[src/mpt_pkg.sv]
// Shared types and constants for the marker presence tracker.
package mpt_pkg;

  localparam int MarkerSlots = 64;
  localparam int CoordBits   = 16;
  localparam int SlotIdxW    = $clog2(MarkerSlots);
  localparam int DivBits     = 8;
  localparam int EvBits      = 17;

  localparam logic [DivBits-1:0] DivisorReset = 8'd10;

  typedef logic [CoordBits-1:0]   coord_t;
  typedef logic [SlotIdxW-1:0]    slot_idx_t;
  typedef logic [MarkerSlots-1:0] slot_vec_t;
  typedef logic [DivBits-1:0]     divisor_t;

  typedef enum logic [1:0] {
    KIND_DETECTED = 2'd0,
    KIND_MOVED    = 2'd1,
    KIND_LOST     = 2'd2
  } event_kind_e;

  // position store access request
  typedef struct packed {
    logic      we;
    logic      re;
    slot_idx_t addr;
    coord_t    wx;
    coord_t    wy;
  } mem_req_t;

endpackage

[src/mpt_move_unit.sv]
// Shared movement test: divisor * |now - stored| > stored.
module mpt_move_unit (
  input  mpt_pkg::divisor_t divisor_i,
  input  mpt_pkg::coord_t   stored_i,
  input  mpt_pkg::coord_t   now_i,
  output logic              moved_o
);

  localparam int ProdW = mpt_pkg::DivBits + mpt_pkg::CoordBits;

  mpt_pkg::coord_t  diff;
  logic [ProdW-1:0] prod;

  always_comb begin
    diff = (now_i >= stored_i) ? (now_i - stored_i) : (stored_i - now_i);
    prod = ProdW'(divisor_i) * ProdW'(diff);
    moved_o = prod > ProdW'(stored_i);
  end

endmodule

[src/mpt_pos_mem.sv]
// Stored marker positions, one write port, one registered read port.
module mpt_pos_mem (
  input  logic              clk_i,
  input  mpt_pkg::mem_req_t req_i,
  output mpt_pkg::coord_t   rd_x_o,
  output mpt_pkg::coord_t   rd_y_o
);

  mpt_pkg::coord_t mem_x [mpt_pkg::MarkerSlots];
  mpt_pkg::coord_t mem_y [mpt_pkg::MarkerSlots];

  always_ff @(posedge clk_i) begin
    if (req_i.we) begin
      mem_x[req_i.addr] <= req_i.wx;
      mem_y[req_i.addr] <= req_i.wy;
    end
    if (req_i.re) begin
      rd_x_o <= mem_x[req_i.addr];
      rd_y_o <= mem_y[req_i.addr];
    end
  end

endmodule

[src/marker_presence_tracker_unit.sv]
// Marker presence tracker: sequencer, presence flags and output register.
// Unknown id goes to S_EMIT; known id goes through S_CMPX and S_CMPY, then to S_EMIT
// only when it moved. End of frame: S_SWEEP scans slots up to the last lost id.
// Every emit waits while the one-deep output register is still held.
// Reset clears presence and seen flags and sets move_divisor to 10; stored
// positions are undefined until written and need no clearing.
module marker_presence_tracker_unit (
  input  logic                            clk_i,
  input  logic                            rst_ni,
  input  logic                            cfg_valid_i,
  output logic                            cfg_ready_o,
  input  logic [mpt_pkg::DivBits-1:0]     move_divisor_i,
  input  logic                            in_valid_i,
  output logic                            in_ready_o,
  input  logic                            op_i,
  input  logic [5:0]                      marker_id_i,
  input  logic [15:0]                     pos_x_i,
  input  logic [15:0]                     pos_y_i,
  output logic                            out_valid_o,
  input  logic                            out_ready_i,
  output logic [1:0]                      event_kind_o,
  output logic [5:0]                      event_id_o,
  output logic signed [mpt_pkg::EvBits-1:0] event_x_o,
  output logic signed [mpt_pkg::EvBits-1:0] event_y_o,
  output logic                            last_o
);

  typedef enum logic [2:0] {
    S_IDLE,
    S_CMPX,
    S_CMPY,
    S_EMIT,
    S_SWEEP
  } state_e;

  state_e                    state_q;
  mpt_pkg::divisor_t         div_q;
  mpt_pkg::slot_vec_t        present_q, seen_q, lost_q;
  mpt_pkg::slot_idx_t        id_q, scan_q;
  mpt_pkg::coord_t           x_q, y_q;
  mpt_pkg::event_kind_e      kind_q;
  logic                      move_x_q;

  logic                      out_valid_q, out_last_q;
  mpt_pkg::event_kind_e      out_kind_q;
  mpt_pkg::slot_idx_t        out_id_q;
  logic [mpt_pkg::EvBits-1:0] out_x_q, out_y_q;

  mpt_pkg::mem_req_t  mem_req;
  mpt_pkg::coord_t    rd_x, rd_y;
  mpt_pkg::coord_t    in_x, in_y, unit_stored, unit_now;
  mpt_pkg::slot_idx_t in_idx;
  mpt_pkg::slot_vec_t lost_rest;
  logic               in_acc, obs_acc, id_ok, unit_moved, moved_any, out_free;

  always_comb begin
    in_ready_o  = (state_q == S_IDLE);
    in_acc      = in_valid_i && in_ready_o;
    id_ok       = int'(marker_id_i) < mpt_pkg::MarkerSlots;
    in_idx      = mpt_pkg::SlotIdxW'(marker_id_i);
    in_x        = mpt_pkg::coord_t'(pos_x_i);
    in_y        = mpt_pkg::coord_t'(pos_y_i);
    obs_acc     = in_acc && !op_i && id_ok;
    unit_stored = (state_q == S_CMPX) ? rd_x : rd_y;
    unit_now    = (state_q == S_CMPX) ? x_q : y_q;
    moved_any   = move_x_q || unit_moved;
    out_free    = !out_valid_q || out_ready_i;
    lost_rest   = lost_q & ~(mpt_pkg::slot_vec_t'(1) << scan_q);

    mem_req.re   = obs_acc;
    mem_req.addr = (state_q == S_IDLE) ? in_idx : id_q;
    mem_req.wx   = (state_q == S_IDLE) ? in_x : x_q;
    mem_req.wy   = (state_q == S_IDLE) ? in_y : y_q;
    mem_req.we   = (obs_acc && !present_q[in_idx]) ||
                   ((state_q == S_CMPY) && moved_any);
  end

  mpt_move_unit u_move (
    .divisor_i (div_q),
    .stored_i  (unit_stored),
    .now_i     (unit_now),
    .moved_o   (unit_moved)
  );

  mpt_pos_mem u_mem (
    .clk_i  (clk_i),
    .req_i  (mem_req),
    .rd_x_o (rd_x),
    .rd_y_o (rd_y)
  );

  assign cfg_ready_o = 1'b1;

  always_ff @(posedge clk_i or negedge rst_ni) begin
    if (!rst_ni) begin
      state_q     <= S_IDLE;
      div_q       <= mpt_pkg::DivisorReset;
      present_q   <= '0;
      seen_q      <= '0;
      lost_q      <= '0;
      scan_q      <= '0;
      out_valid_q <= 1'b0;
    end else begin
      if (cfg_valid_i) begin
        div_q <= move_divisor_i;
      end
      if (out_valid_q && out_ready_i) begin
        out_valid_q <= 1'b0;
      end
      unique case (state_q)
        S_IDLE: begin
          if (in_acc && op_i) begin
            lost_q    <= present_q & ~seen_q;
            present_q <= present_q & seen_q;
            seen_q    <= '0;
            scan_q    <= '0;
            state_q   <= S_SWEEP;
          end else if (obs_acc) begin
            id_q           <= in_idx;
            x_q            <= in_x;
            y_q            <= in_y;
            seen_q[in_idx] <= 1'b1;
            if (!present_q[in_idx]) begin
              present_q[in_idx] <= 1'b1;
              kind_q            <= mpt_pkg::KIND_DETECTED;
              state_q           <= S_EMIT;
            end else begin
              state_q <= S_CMPX;
            end
          end
        end
        S_CMPX: begin
          move_x_q <= unit_moved;
          state_q  <= S_CMPY;
        end
        S_CMPY: begin
          if (moved_any) begin
            kind_q  <= mpt_pkg::KIND_MOVED;
            state_q <= S_EMIT;
          end else begin
            state_q <= S_IDLE;
          end
        end
        S_EMIT: begin
          if (out_free) begin
            out_valid_q <= 1'b1;
            out_kind_q  <= kind_q;
            out_id_q    <= id_q;
            out_x_q     <= mpt_pkg::EvBits'(x_q);
            out_y_q     <= mpt_pkg::EvBits'(y_q);
            out_last_q  <= 1'b1;
            state_q     <= S_IDLE;
          end
        end
        S_SWEEP: begin
          if (lost_q == '0) begin
            state_q <= S_IDLE;
          end else if (!lost_q[scan_q]) begin
            scan_q <= scan_q + 1'b1;
          end else if (out_free) begin
            out_valid_q <= 1'b1;
            out_kind_q  <= mpt_pkg::KIND_LOST;
            out_id_q    <= scan_q;
            out_x_q     <= '1;
            out_y_q     <= '1;
            out_last_q  <= (lost_rest == '0);
            lost_q      <= lost_rest;
            scan_q      <= scan_q + 1'b1;
          end
        end
        default: state_q <= S_IDLE;
      endcase
    end
  end

  assign out_valid_o  = out_valid_q;
  assign event_kind_o = out_kind_q;
  assign event_id_o   = 6'(out_id_q);
  assign event_x_o    = out_x_q;
  assign event_y_o    = out_y_q;
  assign last_o       = out_last_q;

  a_lost_neg_one: assert property (@(posedge clk_i) disable iff (!rst_ni)
    (out_valid_o && event_kind_o == mpt_pkg::KIND_LOST) |->
      (event_x_o == -17'sd1 && event_y_o == -17'sd1))
    else $error("lost beat without -1 position");

  a_sweep_clears_seen: assert property (@(posedge clk_i) disable iff (!rst_ni)
    (in_valid_i && in_ready_o && op_i) |=> (seen_q == '0 && state_q == S_SWEEP))
    else $error("seen marks not cleared by sweep");

  a_lost_not_present: assert property (@(posedge clk_i) disable iff (!rst_ni)
    (lost_q & present_q) == '0)
    else $error("pending lost slot still present");

  a_emit_last: assert property (@(posedge clk_i) disable iff (!rst_ni)
    (state_q == S_EMIT && out_free) |=> (out_valid_o && last_o))
    else $error("observation beat not marked last");

endmodule
[config.mk]
export PLATFORM = sky130hd
export DESIGN_NAME = marker_presence_tracker_unit
export DESIGN_NICKNAME = d
export VERILOG_FILES = /design/src/mpt_pkg.sv /design/src/mpt_move_unit.sv /design/src/mpt_pos_mem.sv /design/src/marker_presence_tracker_unit.sv
export SDC_FILE = /design/constraint.sdc
export NUM_CORES = 2
export LEC_CHECK = 0
export BUFFER_PORTS_ARGS = -buffer_cell sky130_fd_sc_hd__clkbuf_2
export CAP_MARGIN = 20
export CORE_UTILIZATION = 35
export CTS_CLUSTER_DIAMETER = 50
export DETAILED_ROUTE_END_ITERATION = 10
export GPL_ROUTABILITY_DRIVEN = 1
export SLEW_MARGIN = 10
export SYNTH_ARGS = -nofsm -noshare
export SYNTH_HDL_FRONTEND = slang
export SYNTH_SLANG_ARGS = --single-unit
[constraint.sdc]
create_clock -name clk_i -period 15.19 [get_ports clk_i]
set_clock_uncertainty 0.1 [all_clocks]
set_input_delay 1.519 -clock clk_i [delete_from_list [all_inputs] [get_ports clk_i]]
set_output_delay 1.519 -clock clk_i [all_outputs]
set_load 0.01 [all_outputs]
# == Word level (Yosys, flattened, before mapping) ==
# Memory sizes are Yosys's and may differ from the RTL's. A register that Yosys moved wholly into a read port is not among the register bits.
# Index checks and enable logic that the tools add are counted.
# totals
mem_count,2
mem_bits_rw,2048
ff_bits,294
# mem_list
name,words,width,rd,rd_clocked_by_memory_dff,write_ports,line_no,text
u_mem.mem_x,64,16,1,1,1,mpt_pos_mem.sv:9,mpt_pkg::coord_t mem_x [mpt_pkg::MarkerSlots];
u_mem.mem_y,64,16,1,1,1,mpt_pos_mem.sv:10,mpt_pkg::coord_t mem_y [mpt_pkg::MarkerSlots];
# op_classes
mul,1
eq_ne,17
shifts,1
muxes,68
order_cmp,5
n_reduce_logical,29
bitwise_logic,8
addsub,3
# ops
op,n
64-bit two-way mux,9
64-bit bitwise AND,3
64-bit logical NOT,2
64-bit inverter,2
64-bit OR,2
64-bit case mux with 2 select lines,1
17-bit two-way mux,5
16-bit two-way mux,5
17-bit case mux with 2 select lines,2
"1-bit by 6-bit left shift with 64-bit output, first input constant",1
6-bit two-way mux,9
16-bit subtractor,2
24-bit by 16-bit greater-than comparator with 1-bit output,1
8-bit by 16-bit multiplier with 24-bit output,1
6-bit case mux with 2 select lines,2
2-bit two-way mux,10
16-bit >= comparator,1
"2-bit inequality test, second input constant",8
3-bit case mux with 5 select lines,1
"6-bit by 7-bit < comparator with 1-bit output, second input constant",2
1-bit two-way mux,13
1-bit binary-select mux with 6-bit select,2
3-bit two-way mux,4
6-bit AND reduction,2
21 further kinds,42

# == Depth between registers and ports, before layout ==
# logic_depth
ltp_word,11
ltp_mapped,45
depth_no_buf,36

# == By module ==
# Synthesis repeated with hierarchy kept, for this count alone.
# unflattened
cells_unflattened,6695
hier_area_um2,99930.8
# by_module_without_submodules
mod,seq_area_each_um2,area_each_um2,cells_per_inst,n_inst
mpt_pos_mem,62459.9,78265.1,4410,1
marker_presence_tracker_unit,7689.9,14737.9,1408,1
mpt_move_unit,0.0,6927.9,877,1

# == Worst setup path after synthesis ==
# OpenSTA, ideal clock, no wires.
# synth_path
path_kind,register -> register
startpoint,register state_q[2]
endpoint,"memory u_mem.mem_x[0][0] (netlist name), enable pin"
stages_incl_launch_ff,43
n_path_buf,7
arrival_ps,11738
slack_ps,2892
t_required_ps,14629
cell_sequence,dfrtp_1 > buf_2 > nor3b_2 > buf_2 > buf_1 > clkbuf_1 > nand2_1 > nand2_1 > inv_1 > fa_1 > a21o_1 > o221a_2 > o211ai_4 > buf_4 > mux2_2 > a21oi_1 > xnor2_1 > and2_1 > [... 7 more ...] > inv_1 > ha_1 > a21oi_1 > a21oi_1 > or2_2 > a21oi_1 > xnor2_1 > ha_1 > nand4_1 > or4_1 > a221o_1 > o211ai_1 > a2111oi_4 > nand4b_1 > a21boi_2 > buf_6 > buf_6 > nor3_1
# synth_between
elab_chain_cells,11
word_cells_on_any_way,20
cone_classes,add/sub: 2; mul: 1; order compare: 2; eq/ne: 2; mux: 6; reduce/logical: 7
# synth_rtl
element,line_no,text
start: declaration,marker_presence_tracker_unit.sv:36,state_e state_q;
start signal: assignment,marker_presence_tracker_unit.sv:96,state_q <= S_IDLE;
start signal: assignment,marker_presence_tracker_unit.sv:117,state_q <= S_SWEEP;
start signal: assignment,marker_presence_tracker_unit.sv:126,state_q <= S_EMIT;
3-bit by 1-bit equality test with 1-bit output,"marker_presence_tracker_unit.sv:64, marker_presence_tracker_unit.sv:65",
16-bit two-way mux (on tied branches),"marker_presence_tracker_unit.sv:64, marker_presence_tracker_unit.sv:65",
16-bit subtractor or 16-bit >= comparator (tied branches),mpt_move_unit.sv:15,diff = (now_i >= stored_i) ? (now_i - stored_i) : (stored_i - now_i);
16-bit two-way mux,mpt_move_unit.sv:15,
8-bit by 16-bit multiplier with 24-bit output,mpt_move_unit.sv:16,prod = ProdW'(divisor_i) * ProdW'(diff);
24-bit by 16-bit greater-than comparator with 1-bit output,mpt_move_unit.sv:17,moved_o = prod > ProdW'(stored_i);
1-bit logical OR,marker_presence_tracker_unit.sv:66,moved_any = move_x_q || unit_moved;
1-bit logical AND,marker_presence_tracker_unit.sv:75,((state_q == S_CMPY) && moved_any);
1-bit logical OR,marker_presence_tracker_unit.sv:74,mem_req.we = (obs_acc && !present_q[in_idx]) ||
1-bit two-way mux,mpt_pos_mem.sv:13,if (req_i.we) begin
1-bit two-way mux (implied by the code),mpt_pos_mem.sv:14,mem_x[req_i.addr] <= req_i.wx;
end: declaration,mpt_pos_mem.sv:9,
# Several ways; a longest one is shown, not always the timed one.

# == Worst setup path after layout ==
# layout_path
startpoint,register state_q[2]
endpoint,"memory u_mem.mem_x[58][3] (netlist name), enable pin"
# The elaborated chain is that of the path after synthesis.

==> results.md <==
- Syn nets: 6384
- GR Overflow Total: 0
- Cell taking the most area after synthesis: edfxtp_1
- Maxcap violations: 0
- Largest net degree at the start of global routing: 146
- Cell row count: 191
- Number of setup violations in the final report: 0
- PortBufs: 96
- Period utilization: 0.863
- FFs w/ async S/R, synth: 0.0886
- Crit Reg-Reg Startpoint: state_q[2]
- First-pass GRT wire length: 425000 um
- Worst setup EP type: flop
- Number of synthesized flops with an enable pin: 2161
- Most frequent cell after synthesis: edfxtp_1
- Crit-path max cell delay: 0.72 ns
- Hold_buf cts: 0
- Hold Path Class: flop to flop
- # Post-CTS Setup Buffers: 0
- Via count: 59724
- Critical Path RT: 15.58 ns
- Worst Max-Slew Pin Slew: 1.34 ns
- Initial detailed-routing violation count: 8481
- Number of buffers created by CTS: 238
- Max Fclk: 0.0763 GHz
- Worst Path Max Fanout: 32
- Total negative slack: 0 ns
- Clock-pin slew on the worst setup and hold paths: 0.06 ns
- DRC: 0
- CTS tree: done
- Top cells by area, synth: edfxtp_1 68%, a22oi_1 5.5%, dfrtp_1 5.5%
- CTS H-tree depth: 4
- Cells resized by post-CTS repair: 0
- Slew margin rel.: 0.0957
- Final Max Tran Viols: 0
- Starting Density: 0.352
- Vias in the first global route: 57153
- Setup ws final: 2.09 ns
- Clk sinks: 2371
- Most used routing layer: met2
- Post-synth top flop: edfxtp_1
- CP Launch Type: flop
- Die width: 524 um
- DIE AREA: 275000 um2
- Post-synthesis sequential area ratio: 0.735
- CP startpoint: state_q[2]
- Avg WL per Cell: 29.9 um
- Distinct cells, synth: 75
- Crit path time final: 13.10 ns
- Met1 Usage GRT: 0.295
- Initial antenna violation count: 18
- Met3 Use GR: 0.0488
- Hold Fails Final Rpt: 0
- Hpwl dp: 181000 um
- Core Region: 271000 um2
- RD Place Congestion: 0.935
- Status: finished, final reports clean
- # IOs: 98
- Worst-path cell with the longest stage delay: o211ai_4
- Top post-synthesis cells by count: 2161 x edfxtp_1, 703 x a22oi_1, 358 x nand2_1, 255 x clkbuf_1, 208 x dfrtp_1
- Clock root cell: clkbuf_16
- Grt met2 use: 0.327
- Critical Path AT: 13.50 ns
- Final ANT Viol Nets: 0
- Synth warn: 0
- Die height: 524 um
- Drt pass-1 iters: 6
- Seq cells post-synth: 2371
- Layout cells sized above 1: 0.133
- Routed WL: 302000 um
- Post-Synthesis Cell Area: 95400 um2
- RSZ-0062 raised after global routing: no
- Worst skew pair latency: 0.92 ns
- Post-layout net count: 6532
- Syn_area_per_cell: 15.5 um2
- CTS Buffer Depth: 3
- Area grow syn2layout: 14.4%
- CP Class: flop to flop
- Yosys top cell area share: 0.680
- Total track usage: 0.214
- Setup WS pre-CTS: 2.33 ns
- Vias/cell: 5.92
- Synth Instances: 6153
- Min-delay src: present_q[24]
==> critical path: cells and delay by family, from the launching register on <==
family / cells / cell delay, ns
DFF: 1 / 0.55
AOI/OAI and AO/OA: 8 / 2.58
muxes: 2 / 0.77
xor gates and xnor gates: 2 / 0.35
and+or+nand+nor: 11 / 3.56
buffers and inverters: 8 / 1.57
adders and majority gates: 7 / 3.11
==> per-layer routing <==
layer  share of wire  vias to the layer above
li1                -                    24986
met1            0.40                    30640
met2            0.45                     3592
met3            0.11                      494
met4           0.040                       12
met5         0.00029                        -
==> final timing paths <==
kind,to,depth (start not counted),slack [ns]
min in group asynchronous,scan_q[2],1,0.54
min,lost_q[24],2,0.38
max,u_mem.mem_x[58][3],38,2.09
min reg2reg,lost_q[24],2,0.38
max in group asynchronous,seen_q[5],2,13.15
max reg2reg,u_mem.mem_x[58][3],38,2.09
==> area by class of cell <==
cell class | count | area (um2)
Antenna cell | 4 | 10.0
Clock buffer | 291 | 6270
Clock inverter | 157 | 1770
Fill cell | 24497 | 162000
Inverter | 150 | 563
Multi-Input combinational cell | 3226 | 23600
Sequential cell | 2371 | 70100
Tap cell | 3570 | 4470
Timing Repair Buffer | 314 | 2300
==> kinds of logic (layout without fill, tap and decap cells) <==
family	count (synthesis)	after routing	share of synthesized area
compound gates	1782	1782	0.137
xor+xnor	35	35	0.00321
fa+ha+maj	179	179	0.0302
buf+inv	556	912	0.0237
flops	2371	2371	0.735
mux	85	85	0.0127
other cells	1	5	0.0000393
simple gates	1144	1144	0.0583
==> layout by cell type, fill, tap and decap left out, types with 51 or more instances in the layout <==
cell type	synthesis	routed
nand2b_1	56	55
nor2_1	196	184
o22a_1	61	61
nand2_1	358	321
dfrtp_1	208	208
a31oi_1	178	178
a21oi_1	186	186
a22oi_1	703	703
buf_4	10	202
clkbuf_16	0	239
a221oi_1	179	179
and2_1	99	98
fa_1	86	86
a22o_1	176	176
edfxtp_1	2161	2161
inv_1	150	149
nand3_1	64	63
nand4_1	86	86
nor3_1	139	75
clkinv_2	0	51
clkbuf_2	0	95
nor3_2	0	64
ha_1	93	93
o21ai_0	118	118
==> per-stage QoR <==
stage	area, um2	utilization	std cells	hold slack [ns]
floorplan	95400	-	6153	0.352
global placement	101000	0.373	9616	0.386
detailed placement	101000	0.373	9623	0.394
CTS	109000	0.403	10071	0.375
global route	109000	0.403	10080	0.426
finish	109000	0.403	10083	0.377
==> flip-flops by register name, indices dropped and copies added, names as in the netlist, 8 cells and up <==
signal / cells
x_q: 16
u_mem.rd_y_o: 16
u_mem.mem_y: 1024
div_q: 8
seen_q: 64
event_y_o: 16
event_x_o: 16
lost_q: 64
u_mem.mem_x: 1024
u_mem.rd_x_o: 16
present_q: 64
y_q: 16
Power is not shown: default switching activity piles up to over one toggle a cycle in this logic, so the estimate is an artifact.
